**src/rtl/jctc_pkg.sv**
```systemverilog
// Shared types, constants and the operator classifier.
// No dependencies.
package jctc_pkg;

    localparam int P_MAX_RELATIONS = 32;
    localparam int P_MAX_OPERATORS = 32;
    localparam int MASK_W          = 32;
    localparam int CODE_W          = 3;
    localparam int S_TDATA_W       = 96;
    localparam int S_TUSER_W       = 7;
    localparam int M_TDATA_W       = 128;
    localparam int M_TUSER_W       = 8;

    localparam logic [CODE_W-1:0] KIND_LEFT   = 3'd1;
    localparam logic [CODE_W-1:0] KIND_RIGHT  = 3'd2;
    localparam logic [CODE_W-1:0] KIND_FULL   = 3'd3;
    localparam logic [CODE_W-1:0] STRICT_SEMI = 3'd0;
    localparam logic [CODE_W-1:0] STRICT_ANTI = 3'd1;

    typedef enum logic [2:0] {
        CAT_JOIN, CAT_LOUTER, CAT_ROUTER, CAT_FULL,
        CAT_LSEMI, CAT_RSEMI, CAT_LANTI, CAT_RANTI
    } t_cat;

    typedef enum logic [1:0] {PH_NONE, PH_UNION, PH_UPDATE, PH_SCAN} t_phase;

    typedef struct packed {
        logic   ld;        // capture input beat
        logic   cnt_clr;
        logic   cnt_inc;
        t_phase phase;
        logic   commit;    // store blocker if not reorderable and room left, load output register
    } t_cmd;

    typedef struct packed {
        logic rel_end;
        logic scan_end;
        logic is_sa;
        logic out_free;
    } t_status;

    function automatic t_cat cat_of(input logic [CODE_W-1:0] kind,
                                    input logic [CODE_W-1:0] strict);
        t_cat c;
        if (strict == STRICT_SEMI)      c = (kind == KIND_RIGHT) ? CAT_RSEMI : CAT_LSEMI;
        else if (strict == STRICT_ANTI) c = (kind == KIND_RIGHT) ? CAT_RANTI : CAT_LANTI;
        else if (kind == KIND_LEFT)     c = CAT_LOUTER;
        else if (kind == KIND_RIGHT)    c = CAT_ROUTER;
        else if (kind == KIND_FULL)     c = CAT_FULL;
        else                            c = CAT_JOIN;
        return c;
    endfunction

endpackage

```
**src/rtl/jctc_ctrl.sv**
```systemverilog
// Sequencer: union pass, update pass, blocker scan (semi/anti only), commit.
// Depends on jctc_pkg.
module jctc_ctrl (
    input  logic            i_clk,
    input  logic            i_rst_n,
    input  logic            i_valid,
    output logic            o_ready,
    input  jctc_pkg::t_status i_st,
    output jctc_pkg::t_cmd  o_cmd
);
    import jctc_pkg::*;

    typedef enum logic [2:0] {S_IDLE, S_UNION, S_UPDATE, S_SCAN, S_COMMIT} t_state;
    t_state r_state, n_state;

    assign o_ready = (r_state == S_IDLE);

    always_comb begin
        n_state = r_state;
        o_cmd   = '{ld: 1'b0, cnt_clr: 1'b0, cnt_inc: 1'b0, phase: PH_NONE, commit: 1'b0};
        case (r_state)
            S_IDLE: begin
                if (i_valid) begin
                    o_cmd.ld      = 1'b1;
                    o_cmd.cnt_clr = 1'b1;
                    n_state       = S_UNION;
                end
            end
            S_UNION: begin
                o_cmd.phase   = PH_UNION;
                o_cmd.cnt_inc = 1'b1;
                if (i_st.rel_end) begin
                    o_cmd.cnt_clr = 1'b1;
                    n_state       = S_UPDATE;
                end
            end
            S_UPDATE: begin
                o_cmd.phase   = PH_UPDATE;
                o_cmd.cnt_inc = 1'b1;
                if (i_st.rel_end) begin
                    o_cmd.cnt_clr = 1'b1;
                    n_state       = i_st.is_sa ? S_SCAN : S_COMMIT;
                end
            end
            S_SCAN: begin
                o_cmd.phase   = PH_SCAN;
                o_cmd.cnt_inc = 1'b1;
                if (i_st.scan_end) n_state = S_COMMIT;
            end
            S_COMMIT: begin
                if (i_st.out_free) begin
                    o_cmd.commit = 1'b1;
                    n_state      = S_IDLE;
                end
            end
            default: n_state = S_IDLE;
        endcase
    end

    always_ff @(posedge i_clk) begin
        if (!i_rst_n) r_state <= S_IDLE;
        else          r_state <= n_state;
    end

endmodule

```
**src/rtl/jctc_dp.sv**
```systemverilog
// Datapath: relation set memories, blocker store, accumulators, output register.
// Depends on jctc_pkg.
module jctc_dp #(
    parameter int MAX_RELATIONS = jctc_pkg::P_MAX_RELATIONS,
    parameter int MAX_OPERATORS = jctc_pkg::P_MAX_OPERATORS
) (
    input  logic                           i_clk,
    input  logic                           i_rst_n,
    input  jctc_pkg::t_cmd                 i_cmd,
    output jctc_pkg::t_status              o_st,
    input  logic [jctc_pkg::S_TDATA_W-1:0] i_tdata,
    input  logic [jctc_pkg::S_TUSER_W-1:0] i_tuser,
    output logic                           o_tvalid,
    input  logic                           i_tready,
    output logic [jctc_pkg::M_TDATA_W-1:0] o_tdata,
    output logic [jctc_pkg::M_TUSER_W-1:0] o_tuser
);
    import jctc_pkg::*;

    localparam int RW   = $clog2(MAX_RELATIONS);
    localparam int OW   = (MAX_OPERATORS > 1) ? $clog2(MAX_OPERATORS) : 1;
    localparam int CNTW = $clog2(MAX_OPERATORS + 1);
    localparam int IW   = ((RW + 1) > CNTW) ? (RW + 1) : CNTW;

    // captured operator
    logic [MASK_W-1:0] r_left, r_right, r_pred;
    logic [CODE_W-1:0] r_kind, r_strict;

    logic [MASK_W-1:0] r_outer_mem [MAX_RELATIONS];
    logic [MASK_W-1:0] r_anti_mem  [MAX_RELATIONS];
    logic [MASK_W-1:0] r_store_mem [MAX_OPERATORS];
    logic [MAX_RELATIONS-1:0] r_outer_vld, r_anti_vld;

    logic [IW-1:0]     r_idx;
    logic [CNTW-1:0]   r_count;
    logic              r_pend, r_spend;
    logic [RW-1:0]     r_pidx;
    logic [MASK_W-1:0] r_outer_q, r_anti_q, r_store_q;
    logic              r_outer_vq, r_anti_vq;
    logic [MASK_W-1:0] r_u_outer_bad, r_u_anti_good, r_w;
    logic              r_push;
    logic              r_ovalid;
    logic [M_TDATA_W-1:0] r_odata;
    logic [M_TUSER_W-1:0] r_ouser;

    t_cat              cat;
    logic [MASK_W-1:0] both, good, bad, eel, onehot, outer_val, anti_val;
    logic              is_sa, free_op, issue_rel, issue_scan, outer_we, anti_we, hit;
    logic              store_we;
    logic              union_ph, update_ph, scan_ph;

    assign cat     = cat_of(r_kind, r_strict);
    assign both    = r_left | r_right;
    assign is_sa   = (r_strict == STRICT_SEMI) || (r_strict == STRICT_ANTI);
    assign free_op = (cat == CAT_JOIN);

    always_comb begin
        case (cat)
            CAT_LOUTER, CAT_LANTI: begin good = r_left;  bad = r_right; end
            CAT_ROUTER, CAT_RANTI: begin good = r_right; bad = r_left;  end
            CAT_FULL:              begin good = '0;      bad = both;    end
            default:               begin good = both;    bad = '0;      end
        endcase
        case (cat)
            CAT_LOUTER, CAT_ROUTER: eel = r_pred | r_u_outer_bad;
            CAT_LANTI, CAT_RANTI:   eel = r_pred | r_u_anti_good | bad;
            default:                eel = r_pred;
        endcase
    end

    assign union_ph   = (i_cmd.phase == PH_UNION);
    assign update_ph  = (i_cmd.phase == PH_UPDATE);
    assign scan_ph    = (i_cmd.phase == PH_SCAN);
    assign o_st.rel_end  = (r_idx == IW'(MAX_RELATIONS));
    assign o_st.scan_end = (r_idx >= IW'(r_count));
    assign o_st.is_sa    = is_sa;
    assign o_st.out_free = !r_ovalid || i_tready;
    assign issue_rel  = (union_ph || update_ph) && (r_idx < IW'(MAX_RELATIONS));
    assign issue_scan = scan_ph && !o_st.scan_end;

    // unwritten entries read as their singleton
    assign onehot    = MASK_W'(1) << r_pidx;
    assign outer_val = r_outer_vq ? r_outer_q : onehot;
    assign anti_val  = r_anti_vq  ? r_anti_q  : onehot;

    assign outer_we = r_pend && update_ph && r_w[r_pidx] &&
                      ((cat == CAT_JOIN) || (cat == CAT_LANTI) || (cat == CAT_RANTI));
    assign anti_we  = r_pend && update_ph && bad[r_pidx] &&
                      ((cat == CAT_LOUTER) || (cat == CAT_ROUTER));
    assign hit      = r_spend && scan_ph && ((r_store_q & ~both) == '0) && (r_store_q != both);
    assign store_we = i_cmd.commit && !free_op && (r_count < CNTW'(MAX_OPERATORS));

    // relation set memories
    always_ff @(posedge i_clk) begin
        if (issue_rel) begin
            r_outer_q  <= r_outer_mem[r_idx[RW-1:0]];
            r_anti_q   <= r_anti_mem[r_idx[RW-1:0]];
            r_outer_vq <= r_outer_vld[r_idx[RW-1:0]];
            r_anti_vq  <= r_anti_vld[r_idx[RW-1:0]];
            r_pidx     <= r_idx[RW-1:0];
        end
        if (outer_we) r_outer_mem[r_pidx] <= r_w;
        if (anti_we)  r_anti_mem[r_pidx]  <= anti_val | r_u_anti_good;
    end

    // blocker store
    always_ff @(posedge i_clk) begin
        if (issue_scan) r_store_q <= r_store_mem[r_idx[OW-1:0]];
        if (store_we)   r_store_mem[r_count[OW-1:0]] <= both;
    end

    // payload
    always_ff @(posedge i_clk) begin
        if (i_cmd.ld) begin
            r_left        <= i_tdata[31:0];
            r_right       <= i_tdata[63:32];
            r_pred        <= i_tdata[95:64];
            r_kind        <= i_tuser[3:1];
            r_strict      <= i_tuser[6:4];
            r_u_outer_bad <= '0;
            r_u_anti_good <= '0;
            r_w           <= '0;
            r_push        <= 1'b1;
        end else begin
            if (r_pend && union_ph) begin
                if (r_pred[r_pidx] && bad[r_pidx])  r_u_outer_bad <= r_u_outer_bad | outer_val;
                if (r_pred[r_pidx] && good[r_pidx]) r_u_anti_good <= r_u_anti_good | anti_val;
                if (r_pred[r_pidx])                 r_w           <= r_w | outer_val;
            end
            if (hit) r_push <= 1'b0;
        end
        if (i_cmd.commit) begin
            r_odata <= {r_pred, eel & r_right, eel & r_left, both};
            r_ouser <= {is_sa & r_push, free_op, r_strict, r_kind};
        end
    end

    // control
    always_ff @(posedge i_clk) begin
        if (!i_rst_n) begin
            r_idx       <= '0;
            r_count     <= '0;
            r_pend      <= 1'b0;
            r_spend     <= 1'b0;
            r_outer_vld <= '0;
            r_anti_vld  <= '0;
            r_ovalid    <= 1'b0;
        end else begin
            r_pend  <= issue_rel;
            r_spend <= issue_scan;
            if (i_cmd.cnt_clr)      r_idx <= '0;
            else if (i_cmd.cnt_inc) r_idx <= r_idx + IW'(1);
            if (i_cmd.ld && i_tuser[0]) begin
                r_outer_vld <= '0;
                r_anti_vld  <= '0;
                r_count     <= '0;
            end else begin
                if (outer_we) r_outer_vld[r_pidx] <= 1'b1;
                if (anti_we)  r_anti_vld[r_pidx]  <= 1'b1;
                if (store_we) r_count <= r_count + CNTW'(1);
            end
            if (i_cmd.commit)              r_ovalid <= 1'b1;
            else if (r_ovalid && i_tready) r_ovalid <= 1'b0;
        end
    end

    assign o_tvalid = r_ovalid;
    assign o_tdata  = r_odata;
    assign o_tuser  = r_ouser;

endmodule

```
**src/rtl/join_conflict_tes_calculator_top.sv**
```systemverilog
// Join conflict eligibility (TES) calculator, top level.
// Input beat: one join operator of a query, bottom-up order; s_tuser[0]
//   marks the first operator of a new query, which resets the per-relation
//   outer and anti sets and empties the blocker store before it is handled.
// Output beat: one result per operator, in order.
// Per operator the sequencer runs a union pass over the relation set
//   memories (one relation a cycle), an update pass (one relation a cycle,
//   read-modify-write), and for semi/anti operators a scan of the stored
//   non-reorderable operators (one a cycle), then commits.
// s_tready is high only when idle.
// The result sits in an output register: the next operator is taken while
//   it waits; a stall on m_tready only holds the commit of the one after.
// Reset (synchronous, active low) empties the sets and store and drops
//   m_tvalid; no clearing pass is needed.
// Depends on jctc_pkg, jctc_ctrl, jctc_dp.
module join_conflict_tes_calculator_top #(
    parameter int MAX_RELATIONS = jctc_pkg::P_MAX_RELATIONS,
    parameter int MAX_OPERATORS = jctc_pkg::P_MAX_OPERATORS
) (
    input  logic         i_clk,
    input  logic         i_rst_n,
    input  logic         s_tvalid,
    output logic         s_tready,
    // left_mask[31:0], right_mask[63:32], pred_mask[95:64]
    input  logic [jctc_pkg::S_TDATA_W-1:0] s_tdata,
    // new_query[0], join_kind[3:1], strictness[6:4]
    input  logic [jctc_pkg::S_TUSER_W-1:0] s_tuser,
    output logic         m_tvalid,
    input  logic         m_tready,
    // relations[31:0], left_tes[63:32], right_tes[95:64], pred_out[127:96]
    output logic [jctc_pkg::M_TDATA_W-1:0] m_tdata,
    // kind_out[2:0], strictness_out[5:3], reorder_ok[6], push_ok[7]
    output logic [jctc_pkg::M_TUSER_W-1:0] m_tuser
);
    import jctc_pkg::*;

    t_cmd    cmd;
    t_status st;

    jctc_ctrl u_ctrl (
        .i_clk   (i_clk),
        .i_rst_n (i_rst_n),
        .i_valid (s_tvalid),
        .o_ready (s_tready),
        .i_st    (st),
        .o_cmd   (cmd)
    );

    jctc_dp #(
        .MAX_RELATIONS (MAX_RELATIONS),
        .MAX_OPERATORS (MAX_OPERATORS)
    ) u_dp (
        .i_clk    (i_clk),
        .i_rst_n  (i_rst_n),
        .i_cmd    (cmd),
        .o_st     (st),
        .i_tdata  (s_tdata),
        .i_tuser  (s_tuser),
        .o_tvalid (m_tvalid),
        .i_tready (m_tready),
        .o_tdata  (m_tdata),
        .o_tuser  (m_tuser)
    );

endmodule

```
**config.mk**
```make
export PLATFORM = sky130hd
export DESIGN_NAME = join_conflict_tes_calculator_top
export DESIGN_NICKNAME = d
export VERILOG_FILES = /design/src/rtl/jctc_pkg.sv /design/src/rtl/jctc_ctrl.sv /design/src/rtl/jctc_dp.sv /design/src/rtl/join_conflict_tes_calculator_top.sv
export SDC_FILE = /design/constraint.sdc
export NUM_CORES = 2
export LEC_CHECK = 0
export ABC_CLOCK_PERIOD_IN_PS = 5500
export BUFFER_PORTS_ARGS = -buffer_cell sky130_fd_sc_hd__buf_4
export CELL_PAD_IN_SITES_DETAIL_PLACEMENT = 1
export CELL_PAD_IN_SITES_GLOBAL_PLACEMENT = 1
export CORE_MARGIN = 2
export CORE_UTILIZATION = 50
export CTS_CLUSTER_SIZE = 16
export DETAILED_ROUTE_END_ITERATION = 16
export HOLD_SLACK_MARGIN = 0.06
export PLACE_DENSITY_LB_ADDON = 0.1
export SYNTH_ARGS = -nofsm -noshare
export SYNTH_HDL_FRONTEND = slang
export SYNTH_HIERARCHICAL = 1
export SYNTH_SLANG_ARGS = --single-unit
```
**constraint.sdc**
```tcl
create_clock -name i_clk -period 5.5 [get_ports i_clk]
set_input_delay 1.1 -clock i_clk [delete_from_list [all_inputs] [get_ports i_clk]]
set_output_delay 1.1 -clock i_clk [all_outputs]
set_load 0.01 [all_outputs]
```
==> results.yml <==
outcome:
  status: "finished clean"
floorplanning:
  die_area_um2: 282000
  dieHeight_um: 531
  start_util_pct: 50.2
  rows: 193
  core_area_um2: 276000
  io_pins: 245
  die_w_um: 531
synth:
  ys_types: 76
  synthSimpleGateAreaFrac_pct: 2.11
  synthArstFlopShare_pct: 0
  syn_area_per_cell_um2: 22.0
  synth_adder_area_share_pct: 0.424
  synth-edff-count: 3413
  synth_seq_cells: 3592
  syn_inst: 6296
  syn-cell-area_um2: 139000
  synth.area.mux_share_pct: 17.2
  ys_top_cells_by_count: "edfxtp_1 (3413), mux4_2 (1002), clkbuf_1 (265), nor2_1 (228), dfxtp_1 (179)"
  synth_top_area_share_pct: 73.9
  yosysTopAreaCell: "edfxtp_1"
  synth_xor_xnor_area_share_pct: 0.0505
  synth_most_common_cell: "edfxtp_1"
  synth-seq-area-share_pct: 76.4
  syn-num-nets: 6450
  synth_top_family_by_area: "multiplexers"
  synth_compound_area_share_pct: 2.55
  synthTopCellsByArea: "edfxtp_1 (74%), mux4_2 (16%), dfxtp_1 (2.6%)"
  yosysWarnings: 6
  ys.flop_type: "edfxtp_1"
timing:
  finalWorstPathRequiredPeriod_ns: 4.86
  max_freq_mhz: 206
  drv_slew: 0
  slew-limit-headroom_pct: 9.52
  finalCritPeriodShare_pct: 88.3
  worst_slew_pin_slew_ns: 1.35
  fin_skew_ns: 0.0355
  hold_violations: 0
  fin_hold_ws_ns: 0.339
  setup_viol: 0
  grt_setup_unrepaired: "no"
cells_and_area:
  nets: 6977
  utilization_pct: 57.7
  post-route-cell-area_um2: 159000
  seq_area_um2: 106000
  finalNonFillerCells: 10900
  syn_to_final_growth_pct: 14.9
  drive_gt1_share_pct: 33.2
  multi_input_area_um2: 31800
  fillers: 23100
detailed_routing:
  via_count: 70400
  first_pass_iters: 5
  totalWireLength_mm: 417
  drcViolationCount: 0
  vias_per_cell: 6.49
  wl_per_cell_um: 38.4
  drt_iter0_markers: 9274
  ant_nets: 0
placed_design:
  hpwl_mm: 262
  placed_cell_area_um2: 147000
  portBuffers: 244
  place.gp.congestion: 0.918
  dp_cells: 10200
power_and_ir_drop:
  net-switching-power_mw: 12.3
  power_density_nw_per_um2: 363
  finalPower_mw: 57.9
  swShare_pct: 21.2
  p_comb_share_pct: 4.2
  p_clk_share_pct: 43.6
  leakage_nw: 49.3
  seq_power_share_pct: 52.2
  p_int_mw: 45.6
  ir_worst_vdd_uv: 356
cts:
  cts_buffers: 370
  cts.clk_slew.worst_paths_ns: 0.07
  cts_setup_buffers: 0
  tritoncts: "built"
  cts_resized: 0
  htreeDepth: 5
  hold_buffers: 0
  cts_sinks: 3592
  ctsRootBufferMaster: "clkbuf_16"
  clk_latency_ns: 0.94
  clockBufferDepth: 4
flow_run:
  maxCapViolations: 0
worst_setup_path:
  cp_common_cell: "buf_4"
  crit_path_start_kind: "register"
  crit_fanout: 31
  worstPathArrival_ns: 5.48
  cp_top_family: "simple AND/OR/NAND/NOR gates"
  cp_slowest_stage_delay_ns: 0.79
  crit_chain: "or2_1, inv_1, a21oi_4, buf_4, a22oi_1, a21oi_1, o22ai_1, or4_2, buf_4, nor3_2, buf_12"
  worstSetupEndpointType: "register"
  path_class: "register to register"
  critPathRequiredTime_ns: 6.12
  crit_buf_inv: 4
  critical_path.slowest_cell: "a21oi_4"
global_routing:
  track_usage_pct: 29.8
  grt_max_degree: 137
  grt_pass1_vias: 71500
  grt_antenna_before_repair: 38
  grt_pass1_wl_mm: 578
  grt-ovfl-total: 0
worst_hold_path:
  hold_class: "input port to register"
-- final cells by class --
| type | instances | share of cell area (%) |
|---|---|---|
| diodes | 14 | 0.0220 |
| clock buffers | 478 | 6.34 |
| clock inverters | 207 | 1.29 |
| inverters | 83 | 0.195 |
| multi-input cells | 2261 | 19.9 |
| flip-flops and latches | 3592 | 66.6 |
| well taps | 3705 | 2.91 |
| repair buffers | 515 | 2.74 |
-- cells in the final DEF, fill, tap and decap left out, drive strengths merged, types with 103 or more instances in the layout --
cell	instances
edfxtp	3413
dfxtp	179
clkbuf	478
nor2	228
nand2	103
clkinv	140
mux2	109
buf	515
a21oi	112
mux4	1002
-- through the flow --
step                      setup slack, ns  TNS (ns)
after global placement              0.928         0
final                               0.644         0
after CTS                           0.760         0
after global routing                0.462         0
after floorplan                    -0.615   -888.16
after detailed placement            0.767         0
-- flip-flops by register name, summed over array words and instances (netlist names), 3 cells and up --
signal	cells
u_dp/r_outer_mem	1024
u_dp/r_count	6
u_dp/r_outer_vld	32
u_dp/r_anti_vld	32
u_dp/r_idx	6
u_dp/r_w	32
u_dp/r_u_anti_good	32
u_dp/r_pidx	5
u_dp/r_right	32
u_dp/r_anti_mem	1024
u_dp/o_tuser	8
u_dp/r_store_q	32
u_dp/r_outer_q	32
u_dp/o_tdata	128
u_ctrl/r_state	3
u_dp/r_strict	3
u_dp/r_left	32
u_dp/r_kind	3
u_dp/r_anti_q	32
u_dp/r_pred	32
u_dp/r_store_mem	1024
u_dp/r_u_outer_bad	32
-- logic make-up after synthesis --
kind of cell | count (synthesis)
XOR/XNOR | 8
AND/OR/NAND/NOR | 599
flip-flops | 3592
AO/OA/AOI/OAI | 491
buffers and inverters | 443
multiplexers | 1116
adder cells (fa/ha/maj) | 47
-- worst register-to-register path, delay by kind of cell (launching register included) --
kind / cells / cell delay, ns
AO/OA/AOI/OAI: 4 / 1.22
buffers and inverters: 4 / 1.22
flip-flops: 1 / 0.42
AND/OR/NAND/NOR: 3 / 1.66
-- routing by layer --
| layer | GRT usage [%] | vias up | share of wire (%) |
|---|---|---|---|
| met5 | 0 | - | 0.015 |
| met1 | 41.9 | 38500 | 40 |
| li1 | - | 27700 | - |
| met2 | 46.1 | 3414 | 47 |
| met3 | 4.31 | 798 | 7.4 |
| met4 | 14.8 | 8 | 6.0 |
-- power by group through the flow --
| stage | Clock (mW) | Combinational, mW | Sequential (mW) |
|---|---|---|---|
| CTS | 25.6 | 2.46 | 30.2 |
| floorplan | 0 | 1.43 | 30.6 |
| global route | 26.6 | 2.57 | 30.2 |
| global placement | 0 | 2.41 | 30.8 |
| finish | 25.2 | 2.45 | 30.2 |
| detailed placement | 0 | 2.45 | 30.8 |
-- path summary, 6_finish.rpt --
check,from,end,slack (ns),cells after the start
setup / recovery,u_dp/r_strict[2],u_dp/r_anti_mem[15][13],0.64,11
hold / removal,s_tdata[9],u_dp/r_left[9],0.34,1
setup reg to reg,u_dp/r_strict[2],u_dp/r_anti_mem[15][13],0.64,11
hold reg to reg,u_dp/r_anti_vld[8],u_dp/r_anti_vld[8],0.46,1
Power figures use the tool's default switching activity.
